File: src/rtl/core/tpc_pkg.sv
// shared widths, codes and handshake types of the throttle position conditioner
`timescale 1ns / 1ps

package tpc_pkg;

   localparam int ADC_BITS  = 12;
   localparam int FRAC_BITS = 16;
   localparam int ACC_W     = ADC_BITS + FRAC_BITS;
   localparam int ALPHA_W   = 16;
   localparam int SPAN_W    = 12;
   localparam int PCT_W     = 14;

   // serial multiplier: one multiplier bit per cycle
   localparam int MPLIER_W  = 16;
   localparam int MUL_CNT_W = $clog2(MPLIER_W);
   localparam int PROD_W    = ACC_W + 1 + MPLIER_W + 1;

   // serial divider: one quotient bit per cycle
   localparam int DIV_CNT_W = $clog2(PCT_W);
   localparam int DVD_W     = ADC_BITS + PCT_W;

   localparam logic [ADC_BITS-1:0]  RAW_MAX    = {ADC_BITS{1'b1}};
   localparam logic [ADC_BITS-1:0]  RAIL_LOW   = ADC_BITS'(8);
   localparam logic [ADC_BITS-1:0]  RAIL_HIGH  = RAW_MAX - ADC_BITS'(8);
   localparam logic [PCT_W-1:0]     FULL_SCALE = PCT_W'(10000);
   localparam logic [MPLIER_W-1:0]  PCT_MULT   = MPLIER_W'(10000);
   localparam logic [ALPHA_W-1:0]   ALPHA_RST  = ALPHA_W'(6554);
   localparam logic [SPAN_W-1:0]    SPAN_RST   = SPAN_W'(100);

   // stream widths
   localparam int REQ_DATA_W = 16;
   localparam int REQ_USER_W = 2;
   localparam int RSP_FLDS_W = 4 * ADC_BITS + 3 + PCT_W;
   localparam int RSP_DATA_W = ((RSP_FLDS_W + 7) / 8) * 8;

   // csr
   localparam int CSR_IDX_W  = 1;
   localparam int CSR_DATA_W = 16;
   localparam logic [CSR_IDX_W-1:0] CSR_FILTER_ALPHA = 1'b0;
   localparam logic [CSR_IDX_W-1:0] CSR_MIN_SPAN     = 1'b1;

   typedef enum logic [1:0] {
      CMD_SAMPLE  = 2'd0,
      CMD_CLOSED  = 2'd1,
      CMD_OPEN    = 2'd2,
      CMD_CLEAR   = 2'd3
   } command_type;

   typedef struct packed {
      logic                       start;
      logic signed [PROD_W-1:0]   mcand;
      logic [MPLIER_W-1:0]        mplier;
   } mul_req_type;

   typedef struct packed {
      logic                       done;
      logic signed [PROD_W-1:0]   product;
   } mul_rsp_type;

   typedef struct packed {
      logic                       start;
      logic [DVD_W-1:0]           dividend;
      logic [SPAN_W-1:0]          divisor;
   } div_req_type;

   typedef struct packed {
      logic                       done;
      logic [PCT_W-1:0]           quotient;
   } div_rsp_type;

endpackage

File: src/rtl/core/tpc_serial_mul.sv
// bit-serial signed by unsigned shift-add multiplier
`timescale 1ns / 1ps

module tpc_serial_mul
   import tpc_pkg::*;
(
   input  logic        clock,
   input  logic        reset,
   input  mul_req_type mul_req,
   output mul_rsp_type mul_rsp
);

   logic                     busy_ff, busy_in;
   logic                     done_ff, done_in;
   logic [MUL_CNT_W-1:0]     cnt_ff, cnt_in;
   logic signed [PROD_W-1:0] mcand_ff, mcand_in;
   logic [MPLIER_W-1:0]      mplier_ff, mplier_in;
   logic signed [PROD_W-1:0] prod_ff, prod_in;

   always_comb begin
      busy_in   = busy_ff;
      done_in   = 1'b0;
      cnt_in    = cnt_ff;
      mcand_in  = mcand_ff;
      mplier_in = mplier_ff;
      prod_in   = prod_ff;
      if (mul_req.start) begin
         busy_in   = 1'b1;
         cnt_in    = MUL_CNT_W'(MPLIER_W - 1);
         mcand_in  = mul_req.mcand;
         mplier_in = mul_req.mplier;
         prod_in   = '0;
      end else if (busy_ff) begin
         if (mplier_ff[0]) begin
            prod_in = prod_ff + mcand_ff;
         end
         mcand_in  = mcand_ff <<< 1;
         mplier_in = mplier_ff >> 1;
         if (cnt_ff == '0) begin
            busy_in = 1'b0;
            done_in = 1'b1;
         end else begin
            cnt_in = cnt_ff - MUL_CNT_W'(1);
         end
      end
   end

   always_ff @(posedge clock) begin
      if (reset) begin
         busy_ff <= 1'b0;
         done_ff <= 1'b0;
         cnt_ff  <= '0;
      end else begin
         busy_ff <= busy_in;
         done_ff <= done_in;
         cnt_ff  <= cnt_in;
      end
      mcand_ff  <= mcand_in;
      mplier_ff <= mplier_in;
      prod_ff   <= prod_in;
   end

   assign mul_rsp.done    = done_ff;
   assign mul_rsp.product = prod_ff;

   a_start_busy: assert property (@(posedge clock) disable iff (reset)
      mul_req.start |=> busy_ff)
      else $error("multiplier did not start");
   a_done_idle: assert property (@(posedge clock) disable iff (reset)
      done_ff |-> !busy_ff)
      else $error("multiplier done while busy");
   a_last_done: assert property (@(posedge clock) disable iff (reset)
      (busy_ff && !mul_req.start && cnt_ff == '0) |=> done_ff)
      else $error("multiplier missed its done pulse");

endmodule

File: src/rtl/core/tpc_serial_div.sv
// restoring divider, one quotient bit per cycle
`timescale 1ns / 1ps

module tpc_serial_div
   import tpc_pkg::*;
(
   input  logic        clock,
   input  logic        reset,
   input  div_req_type div_req,
   output div_rsp_type div_rsp
);

   logic                  busy_ff, busy_in;
   logic                  done_ff, done_in;
   logic [DIV_CNT_W-1:0]  cnt_ff, cnt_in;
   logic [SPAN_W-1:0]     div_ff, div_in;
   logic [ADC_BITS-1:0]   rem_ff, rem_in;
   logic [PCT_W-1:0]      qsh_ff, qsh_in;
   logic [ADC_BITS:0]     trial;
   logic [ADC_BITS:0]     diff;
   logic                  fits;

   assign trial = {rem_ff, qsh_ff[PCT_W-1]};
   assign diff  = trial - {1'b0, div_ff};
   assign fits  = trial >= {1'b0, div_ff};

   always_comb begin
      busy_in = busy_ff;
      done_in = 1'b0;
      cnt_in  = cnt_ff;
      div_in  = div_ff;
      rem_in  = rem_ff;
      qsh_in  = qsh_ff;
      if (div_req.start) begin
         busy_in = 1'b1;
         cnt_in  = DIV_CNT_W'(PCT_W - 1);
         div_in  = div_req.divisor;
         // upper part is already below the divisor, quotient fits PCT_W bits
         rem_in  = div_req.dividend[DVD_W-1:PCT_W];
         qsh_in  = div_req.dividend[PCT_W-1:0];
      end else if (busy_ff) begin
         rem_in = fits ? diff[ADC_BITS-1:0] : trial[ADC_BITS-1:0];
         qsh_in = {qsh_ff[PCT_W-2:0], fits};
         if (cnt_ff == '0) begin
            busy_in = 1'b0;
            done_in = 1'b1;
         end else begin
            cnt_in = cnt_ff - DIV_CNT_W'(1);
         end
      end
   end

   always_ff @(posedge clock) begin
      if (reset) begin
         busy_ff <= 1'b0;
         done_ff <= 1'b0;
         cnt_ff  <= '0;
      end else begin
         busy_ff <= busy_in;
         done_ff <= done_in;
         cnt_ff  <= cnt_in;
      end
      div_ff <= div_in;
      rem_ff <= rem_in;
      qsh_ff <= qsh_in;
   end

   assign div_rsp.done     = done_ff;
   assign div_rsp.quotient = qsh_ff;

   a_rem_bound: assert property (@(posedge clock) disable iff (reset)
      busy_ff |-> (rem_ff < div_ff))
      else $error("partial remainder not below divisor");
   a_start_busy: assert property (@(posedge clock) disable iff (reset)
      div_req.start |=> busy_ff)
      else $error("divider did not start");
   a_done_idle: assert property (@(posedge clock) disable iff (reset)
      done_ff |-> !busy_ff)
      else $error("divider done while busy");

endmodule

File: src/rtl/core/throttle_position_conditioner.sv
// throttle position conditioner: ema filter, two-point calibration, percent output
//
//   channel  dir  handshake             payload
//   req      in   req_tvalid/tready     tuser: command; tdata: sample
//   rsp      out  rsp_tvalid/tready     tdata: raw, filtered, closed, open, flags, percent, ok
//   csr      in   csr_we                csr_index, csr_wdata
//
// captures and clear go straight to the finish step; a sample that seeds the filter
// skips the filter pass, any other sample runs it, and the percent is divided out only
// when the block is calibrated and the position lies strictly inside the span. each
// filter and percent product goes through the bit-serial multiplier, the quotient through the divider.
// synchronous reset clears the control and calibration state and loads the default register values.
// one request at a time; a new request is taken while a result still waits on rsp.
`timescale 1ns / 1ps

module throttle_position_conditioner
   import tpc_pkg::*;
(
   input  logic                   clock,
   input  logic                   reset,
   input  logic                   req_tvalid,
   output logic                   req_tready,
   input  logic [REQ_DATA_W-1:0]  req_tdata,   // [11:0] sample
   input  logic [REQ_USER_W-1:0]  req_tuser,   // [1:0] command
   output logic                   rsp_tvalid,
   input  logic                   rsp_tready,
   // [11:0] raw_value, [23:12] filtered_value, [35:24] closed_point,
   // [47:36] open_point, [48] is_calibrated, [49] is_connected,
   // [63:50] percent_hundredths, [64] ok
   output logic [RSP_DATA_W-1:0]  rsp_tdata,
   input  logic                   csr_we,
   input  logic [CSR_IDX_W-1:0]   csr_index,
   input  logic [CSR_DATA_W-1:0]  csr_wdata
);

   typedef enum logic [2:0] {
      ST_IDLE,
      ST_FILT_MUL,
      ST_PREP,
      ST_PCT_MUL,
      ST_PCT_DIV,
      ST_FINISH
   } state_type;

   state_type               state_ff, state_in;
   command_type             cmd_ff, cmd_in;
   logic [ALPHA_W-1:0]      alpha_ff, alpha_in;
   logic [SPAN_W-1:0]       min_span_ff, min_span_in;
   logic [ADC_BITS-1:0]     last_raw_ff, last_raw_in;
   logic [ACC_W-1:0]        acc_ff, acc_in;
   logic                    primed_ff, primed_in;
   logic [ADC_BITS-1:0]     closed_ff, closed_in;
   logic [ADC_BITS-1:0]     open_ff, open_in;
   logic                    connected_ff, connected_in;
   logic [PCT_W-1:0]        pct_ff, pct_in;
   logic                    rsp_valid_ff, rsp_valid_in;
   logic [RSP_DATA_W-1:0]   rsp_data_ff, rsp_data_in;
   mul_req_type             mul_req_ff, mul_req_in;
   div_req_type             div_req_ff, div_req_in;
   mul_rsp_type             mul_rsp;
   div_rsp_type             div_rsp;

   logic                    req_accept;
   command_type             req_cmd;
   logic [ADC_BITS-1:0]     req_raw;
   logic signed [ACC_W:0]   diff;
   logic signed [PROD_W-1:0] rnd_prod;
   logic [ADC_BITS:0]       rnd_sum;
   logic [ADC_BITS-1:0]     rnd_val;
   logic [SPAN_W-1:0]       span;
   logic                    is_cal;
   logic [ACC_W-1:0]        c_full;
   logic [ACC_W-1:0]        den;
   logic [ACC_W-1:0]        num;
   logic                    ok;

   assign req_tready = (state_ff == ST_IDLE);
   assign req_accept = req_tvalid && req_tready;
   assign req_cmd    = command_type'(req_tuser[1:0]);
   assign req_raw    = req_tdata[ADC_BITS-1:0];

   // filter error term, target minus accumulator
   assign diff = $signed({1'b0, req_raw, {FRAC_BITS{1'b0}}}) - $signed({1'b0, acc_ff});

   // round alpha * error to nearest, halves up
   assign rnd_prod = mul_rsp.product + $signed(PROD_W'(1) << (ALPHA_W - 1));

   assign rnd_sum = {1'b0, acc_ff[ACC_W-1:FRAC_BITS]} + (ADC_BITS + 1)'(acc_ff[FRAC_BITS-1]);
   assign rnd_val = rnd_sum[ADC_BITS] ? RAW_MAX : rnd_sum[ADC_BITS-1:0];

   assign span   = (open_ff >= closed_ff) ? (open_ff - closed_ff) : (closed_ff - open_ff);
   assign is_cal = span >= min_span_ff;
   assign c_full = {closed_ff, {FRAC_BITS{1'b0}}};
   assign den    = {span, {FRAC_BITS{1'b0}}};
   assign ok     = !((cmd_ff == CMD_OPEN) && !is_cal);

   always_comb begin
      num = '0;
      if ((open_ff > closed_ff) && (acc_ff > c_full)) begin
         num = acc_ff - c_full;
      end else if ((closed_ff > open_ff) && (acc_ff < c_full)) begin
         num = c_full - acc_ff;
      end
   end

   always_comb begin
      state_in     = state_ff;
      cmd_in       = cmd_ff;
      alpha_in     = alpha_ff;
      min_span_in  = min_span_ff;
      last_raw_in  = last_raw_ff;
      acc_in       = acc_ff;
      primed_in    = primed_ff;
      closed_in    = closed_ff;
      open_in      = open_ff;
      connected_in = connected_ff;
      pct_in       = pct_ff;
      rsp_valid_in = rsp_valid_ff;
      rsp_data_in  = rsp_data_ff;
      mul_req_in   = mul_req_ff;
      div_req_in   = div_req_ff;
      mul_req_in.start = 1'b0;
      div_req_in.start = 1'b0;

      if (csr_we) begin
         case (csr_index)
            CSR_FILTER_ALPHA: alpha_in    = csr_wdata[ALPHA_W-1:0];
            CSR_MIN_SPAN:     min_span_in = csr_wdata[SPAN_W-1:0];
            default:          alpha_in    = alpha_ff;
         endcase
      end

      if (rsp_valid_ff && rsp_tready) begin
         rsp_valid_in = 1'b0;
      end

      case (state_ff)
         ST_IDLE: begin
            if (req_accept) begin
               cmd_in = req_cmd;
               case (req_cmd)
                  CMD_SAMPLE: begin
                     last_raw_in  = req_raw;
                     connected_in = (req_raw > RAIL_LOW) && (req_raw < RAIL_HIGH);
                     if (primed_ff) begin
                        mul_req_in.start  = 1'b1;
                        mul_req_in.mcand  = {{(PROD_W-ACC_W-1){diff[ACC_W]}}, diff};
                        mul_req_in.mplier = MPLIER_W'(alpha_ff);
                        state_in = ST_FILT_MUL;
                     end else begin
                        // first sample seeds the filter
                        acc_in    = {req_raw, {FRAC_BITS{1'b0}}};
                        primed_in = 1'b1;
                        state_in  = ST_PREP;
                     end
                  end
                  CMD_CLOSED: begin
                     closed_in = rnd_val;
                     state_in  = ST_FINISH;
                  end
                  CMD_OPEN: begin
                     open_in  = rnd_val;
                     state_in = ST_FINISH;
                  end
                  CMD_CLEAR: begin
                     closed_in = '0;
                     open_in   = '0;
                     pct_in    = '0;
                     state_in  = ST_FINISH;
                  end
                  default: state_in = ST_FINISH;
               endcase
            end
         end
         ST_FILT_MUL: begin
            if (mul_rsp.done) begin
               acc_in   = acc_ff + rnd_prod[ACC_W+ALPHA_W-1:ALPHA_W];
               state_in = ST_PREP;
            end
         end
         ST_PREP: begin
            if (!is_cal || (num == '0)) begin
               pct_in   = '0;
               state_in = ST_FINISH;
            end else if (num >= den) begin
               pct_in   = FULL_SCALE;
               state_in = ST_FINISH;
            end else begin
               mul_req_in.start  = 1'b1;
               mul_req_in.mcand  = $signed(PROD_W'(num));
               mul_req_in.mplier = PCT_MULT;
               state_in = ST_PCT_MUL;
            end
         end
         ST_PCT_MUL: begin
            if (mul_rsp.done) begin
               // floor(floor(m / 2^F) / span) equals floor(m / (span * 2^F))
               div_req_in.start    = 1'b1;
               div_req_in.dividend = mul_rsp.product[FRAC_BITS+DVD_W-1:FRAC_BITS];
               div_req_in.divisor  = span;
               state_in = ST_PCT_DIV;
            end
         end
         ST_PCT_DIV: begin
            if (div_rsp.done) begin
               pct_in   = div_rsp.quotient;
               state_in = ST_FINISH;
            end
         end
         ST_FINISH: begin
            if (!rsp_valid_ff || rsp_tready) begin
               rsp_valid_in = 1'b1;
               rsp_data_in  = {{(RSP_DATA_W-RSP_FLDS_W){1'b0}}, ok, pct_ff, connected_ff,
                               is_cal, open_ff, closed_ff, rnd_val, last_raw_ff};
               state_in     = ST_IDLE;
            end
         end
         default: state_in = ST_IDLE;
      endcase
   end

   always_ff @(posedge clock) begin
      if (reset) begin
         state_ff         <= ST_IDLE;
         cmd_ff           <= CMD_SAMPLE;
         alpha_ff         <= ALPHA_RST;
         min_span_ff      <= SPAN_RST;
         last_raw_ff      <= '0;
         acc_ff           <= '0;
         primed_ff        <= 1'b0;
         closed_ff        <= '0;
         open_ff          <= '0;
         connected_ff     <= 1'b0;
         pct_ff           <= '0;
         rsp_valid_ff     <= 1'b0;
         mul_req_ff.start <= 1'b0;
         div_req_ff.start <= 1'b0;
      end else begin
         state_ff         <= state_in;
         cmd_ff           <= cmd_in;
         alpha_ff         <= alpha_in;
         min_span_ff      <= min_span_in;
         last_raw_ff      <= last_raw_in;
         acc_ff           <= acc_in;
         primed_ff        <= primed_in;
         closed_ff        <= closed_in;
         open_ff          <= open_in;
         connected_ff     <= connected_in;
         pct_ff           <= pct_in;
         rsp_valid_ff     <= rsp_valid_in;
         mul_req_ff.start <= mul_req_in.start;
         div_req_ff.start <= div_req_in.start;
      end
      rsp_data_ff         <= rsp_data_in;
      mul_req_ff.mcand    <= mul_req_in.mcand;
      mul_req_ff.mplier   <= mul_req_in.mplier;
      div_req_ff.dividend <= div_req_in.dividend;
      div_req_ff.divisor  <= div_req_in.divisor;
   end

   tpc_serial_mul u_mul (
      .clock   (clock),
      .reset   (reset),
      .mul_req (mul_req_ff),
      .mul_rsp (mul_rsp)
   );

   tpc_serial_div u_div (
      .clock   (clock),
      .reset   (reset),
      .div_req (div_req_ff),
      .div_rsp (div_rsp)
   );

   assign rsp_tvalid = rsp_valid_ff;
   assign rsp_tdata  = rsp_data_ff;

   a_pct_bound: assert property (@(posedge clock) disable iff (reset)
      pct_ff <= FULL_SCALE)
      else $error("percent above full scale");
   a_accept_busy: assert property (@(posedge clock) disable iff (reset)
      req_accept |=> (state_ff != ST_IDLE))
      else $error("request accepted but no work started");
   a_rsp_from_finish: assert property (@(posedge clock) disable iff (reset)
      $rose(rsp_valid_ff) |-> ($past(state_ff) == ST_FINISH))
      else $error("result raised outside finish");
   a_div_only_pct: assert property (@(posedge clock) disable iff (reset)
      div_rsp.done |-> (state_ff == ST_PCT_DIV))
      else $error("divider finished outside percent step");

endmodule

File: config.mk
export PLATFORM = sky130hd
export DESIGN_NAME = throttle_position_conditioner
export DESIGN_NICKNAME = d
export VERILOG_FILES = /design/src/rtl/core/tpc_pkg.sv /design/src/rtl/core/tpc_serial_mul.sv /design/src/rtl/core/tpc_serial_div.sv /design/src/rtl/core/throttle_position_conditioner.sv
export SDC_FILE = /design/constraint.sdc
export NUM_CORES = 1
export LEC_CHECK = 0
export ABC_AREA = 0
export BUFFER_PORTS_ARGS = -buffer_cell sky130_fd_sc_hd__buf_2
export CAP_MARGIN = 20
export CORE_ASPECT_RATIO = 2
export CORE_MARGIN = 5
export CORE_UTILIZATION = 35
export DETAILED_ROUTE_END_ITERATION = 10
export GPL_TIMING_DRIVEN = 1
export PLACE_DENSITY_LB_ADDON = 0.15
export SLEW_MARGIN = 30
export SYNTH_ARGS = -nofsm -noshare
export SYNTH_HDL_FRONTEND = slang
export SYNTH_SLANG_ARGS = --single-unit
File: constraint.sdc
create_clock -name clock -period 8.65 [get_ports clock]
set_clock_uncertainty 0.1 [all_clocks]
set_input_delay 0 -clock clock [delete_from_list [all_inputs] [get_ports clock]]
set_output_delay 0 -clock clock [all_outputs]
set_load 0.1 [all_outputs]
==> flow_summary.yaml <==
synth:
  synth_flop_cell: "edfxtp_1"
  ys_warn_count: 0
  syn_area_per_cell_um2: 9.51
  synthDistinctLibCells: 88
  synth_edf_count: 246
  synth_cells: 2535
  yosysSeqAreaShare_pct: 44.9
  synth_seq_cells: 418
  async_flop_share_pct: 0
  synth.cell_area_um2: 24100
clock_tree:
  post_cts_buffers: 0
  clockBufferDepth: 3
  htree_levels: 2
  tritoncts: "built"
  numCtsBuffers: 40
  worstSkewPairLatency_ns: 0.59
  cts.clk_slew.worst_paths_ns: 0.08
  cts.sinks: 418
  cts_root_buffer: "clkbuf_16"
cells_and_area:
  nNetsFinal: 2880
  synthToLayoutAreaGrowth_pct: 14.6
  final_cells: 3592
  num_antenna_cells: 0
  drive_gt1_share_pct: 11.8
  layout_common_cells: "nand2_1, a21oi_1, edfxtp_1"
  fillers: 6807
  layout_commonest_cell: "nand2_1"
  fin_util_pct: 40.3
setup_path:
  start_kind: "flip-flop"
  cp.required_ns: 9.02
  crit_type: "flip-flop to flip-flop"
  slowest_delay_ns: 0.82
  crit_path_end_kind: "flip-flop"
  critPathMaxFanout: 20
  crit_chain: "inv_1 > ha_1 > o21a_1 > a21oi_1 > o211ai_1 > a2111oi_0 > o311a_1 > o21a_1 > o221ai_1 > xnor2_1 > ha_1 > o21a_1 > o21ai_0 > inv_1 > o311ai_0 > o311ai_0 > o2111a_1 > o41ai_4 > buf_4 > nor2_2 > buf_4 > buf_4 > or2_4 > a221oi_1"
  arrival_ns: 7.66
  crit_slowest_cell: "xnor2_1"
sta:
  rsz0062_at_grt: "false"
  final.min_clock_period_ns: 7.29
  slew_viol_final: 0
  fmax_ghz: 0.137
  setup_tns_ns: 0
  relSlewSlack_pct: 32.2
  tightest_slew_ns: 1.01
  fin_ws_ns: 1.36
  post-route-period-util_pct: 84.3
  final_hold_viol_count: 0
  finalSetupViolCount: 0
placed_design:
  gp_congestion: 0.964
  place.detailed.hpwl_mm: 62.6
  io_buffers: 102
  dp_worst_setup_slack_ns: 1.48
  place_inst: 3453
global_route:
  grt_max_degree: 71
  grt_use_total_pct: 21.1
  antenna_found_initial: 2
  grt_pass1_vias: 20400
  grt_first_pass_wirelength_mm: 121
  overflow: 0
drt:
  vias: 19700
  drtAntennaViolNets: 0
  viasPerCell: 5.48
  post-route-drc-count: 0
  routed_wl_mm: 81.1
  avgRoutedWirePerCell_um: 22.6
  drt-pass1-iter-count: 5
  first_iter_violations: 1071
floorplan:
  rows: 136
  die_y_um: 381
  start_util_pct: 35.2
  core_um2: 68600
  io_pins: 114
  die_area_um2: 74600
  fp.dieW_um: 196
min_path:
  hp-class: "input pin to flip-flop"
job:
  cap_violations: 0
pwr:
  vdd_drop_max_mv: 0.182
  power_density_nw_per_um2: 264
  power.leakage_nw: 10.8
status:
  status: "finished, final reports clean"
sequential cells by signal (all words and copies together) (netlist names), 12 cells and up:
name and count:
div_req_ff 39, u_div.rem_ff 12, u_mul.mplier_ff 16, u_div.qsh_ff 14, open_ff 12, rsp_tdata 65
pct_ff 14, u_mul.prod_ff 44, alpha_ff 16, mul_req_ff 46, u_mul.mcand_ff 44, min_span_ff 12
closed_ff 12, last_raw_ff 12, acc_ff 28, u_div.div_ff 12
kinds of logic after synthesis:
logic type	synth area share (%)
AO/OA/AOI/OAI	17.3
XOR/XNOR	4.61
adder cells (fa/ha/maj)	9.37
buffers and inverters	4.62
flip-flops	44.9
multiplexers	3.32
other	0.0155
AND/OR/NAND/NOR	15.8
metal layers:
metal	vias up	GRT usage [%]	wire length [um]
met5	-	0	0
met4	0	16.1	7520
met3	254	2.36	2530
met2	522	40.5	44100
met1	9518	19.9	27000
li1	9407	-	-
final timing paths:
kind | from | end | slack [ns] | depth (start not counted)
min | csr_wdata[13] | alpha_ff[13] | 0.14 | 4
min reg2reg | div_req_ff[10] | u_div.div_ff[10] | 0.32 | 0
max | closed_ff[10] | pct_ff[8] | 1.36 | 24
max reg2reg | closed_ff[10] | pct_ff[8] | 1.36 | 24
report_power, final:
part / internal [mW] / switching [mW]
clock: 1.03 / 0.841
combinational: 0.954 / 1.88
sequential: 2.32 / 0.251
final cells by class:
type                    instances  area, um^2  area share, %
clock buffers                  49        1080           3.90
repair buffers                203        1450           5.24
inverters                     161         604           2.19
clock inverters                25         287           1.04
flip-flops and latches        418       10800           39.2
multi-input cells            1839       12300           44.4
well taps                     897        1120           4.06
metrics by stage:
step	total power, mW	hold WS (ns)	cell area (um^2)
finish	7.28	0.137	27600
global route	7.66	0.134	27600
CTS	7.35	0.103	27600
detailed placement	5.42	0.134	25600
global placement	5.40	0.118	25600
floorplan	4.49	0.0209	24100
critical path: cells and delay by family, from the launching register on:
family / cells / cell delay (ns)
XOR/XNOR: 1 / 0.82
flip-flops: 1 / 0.45
AND/OR/NAND/NOR: 2 / 0.42
AO/OA/AOI/OAI: 14 / 3.69
buffers and inverters: 5 / 0.82
adder cells (fa/ha/maj): 2 / 0.82
cells in the mapped netlist, drive strengths merged (10+ instances only):
library cell / number / area [um^2]
nor2b: 42 / 263
nand2b: 19 / 119
edfxtp: 246 / 7390
nor4: 20 / 150
ha: 171 / 2140
o21ai: 118 / 591
nand3b: 20 / 150
clkbuf: 96 / 360
a21oi: 258 / 1290
o21a: 19 / 143
a31oi: 30 / 188
o21bai: 14 / 105
o31ai: 12 / 95.1
a22oi: 18 / 135
a21o: 50 / 375
a221oi: 18 / 170
xnor2: 89 / 780
nand4: 23 / 144
mux2: 64 / 721
xor2: 38 / 333
and3: 33 / 206
nor2: 134 / 505
or4: 10 / 82.6
dfxtp: 172 / 3440
buf: 27 / 149
nand3: 55 / 280
nand2: 334 / 1250
a211oi: 26 / 195
inv: 159 / 597
or3: 22 / 138
or2: 10 / 65.1
nor3: 41 / 205
repair_timing:
action	CTS	global route
hold endpoints to repair	76	0
gates resized for setup	0	0
hold buffers	65	0
Power figures use the tool's default switching activity.
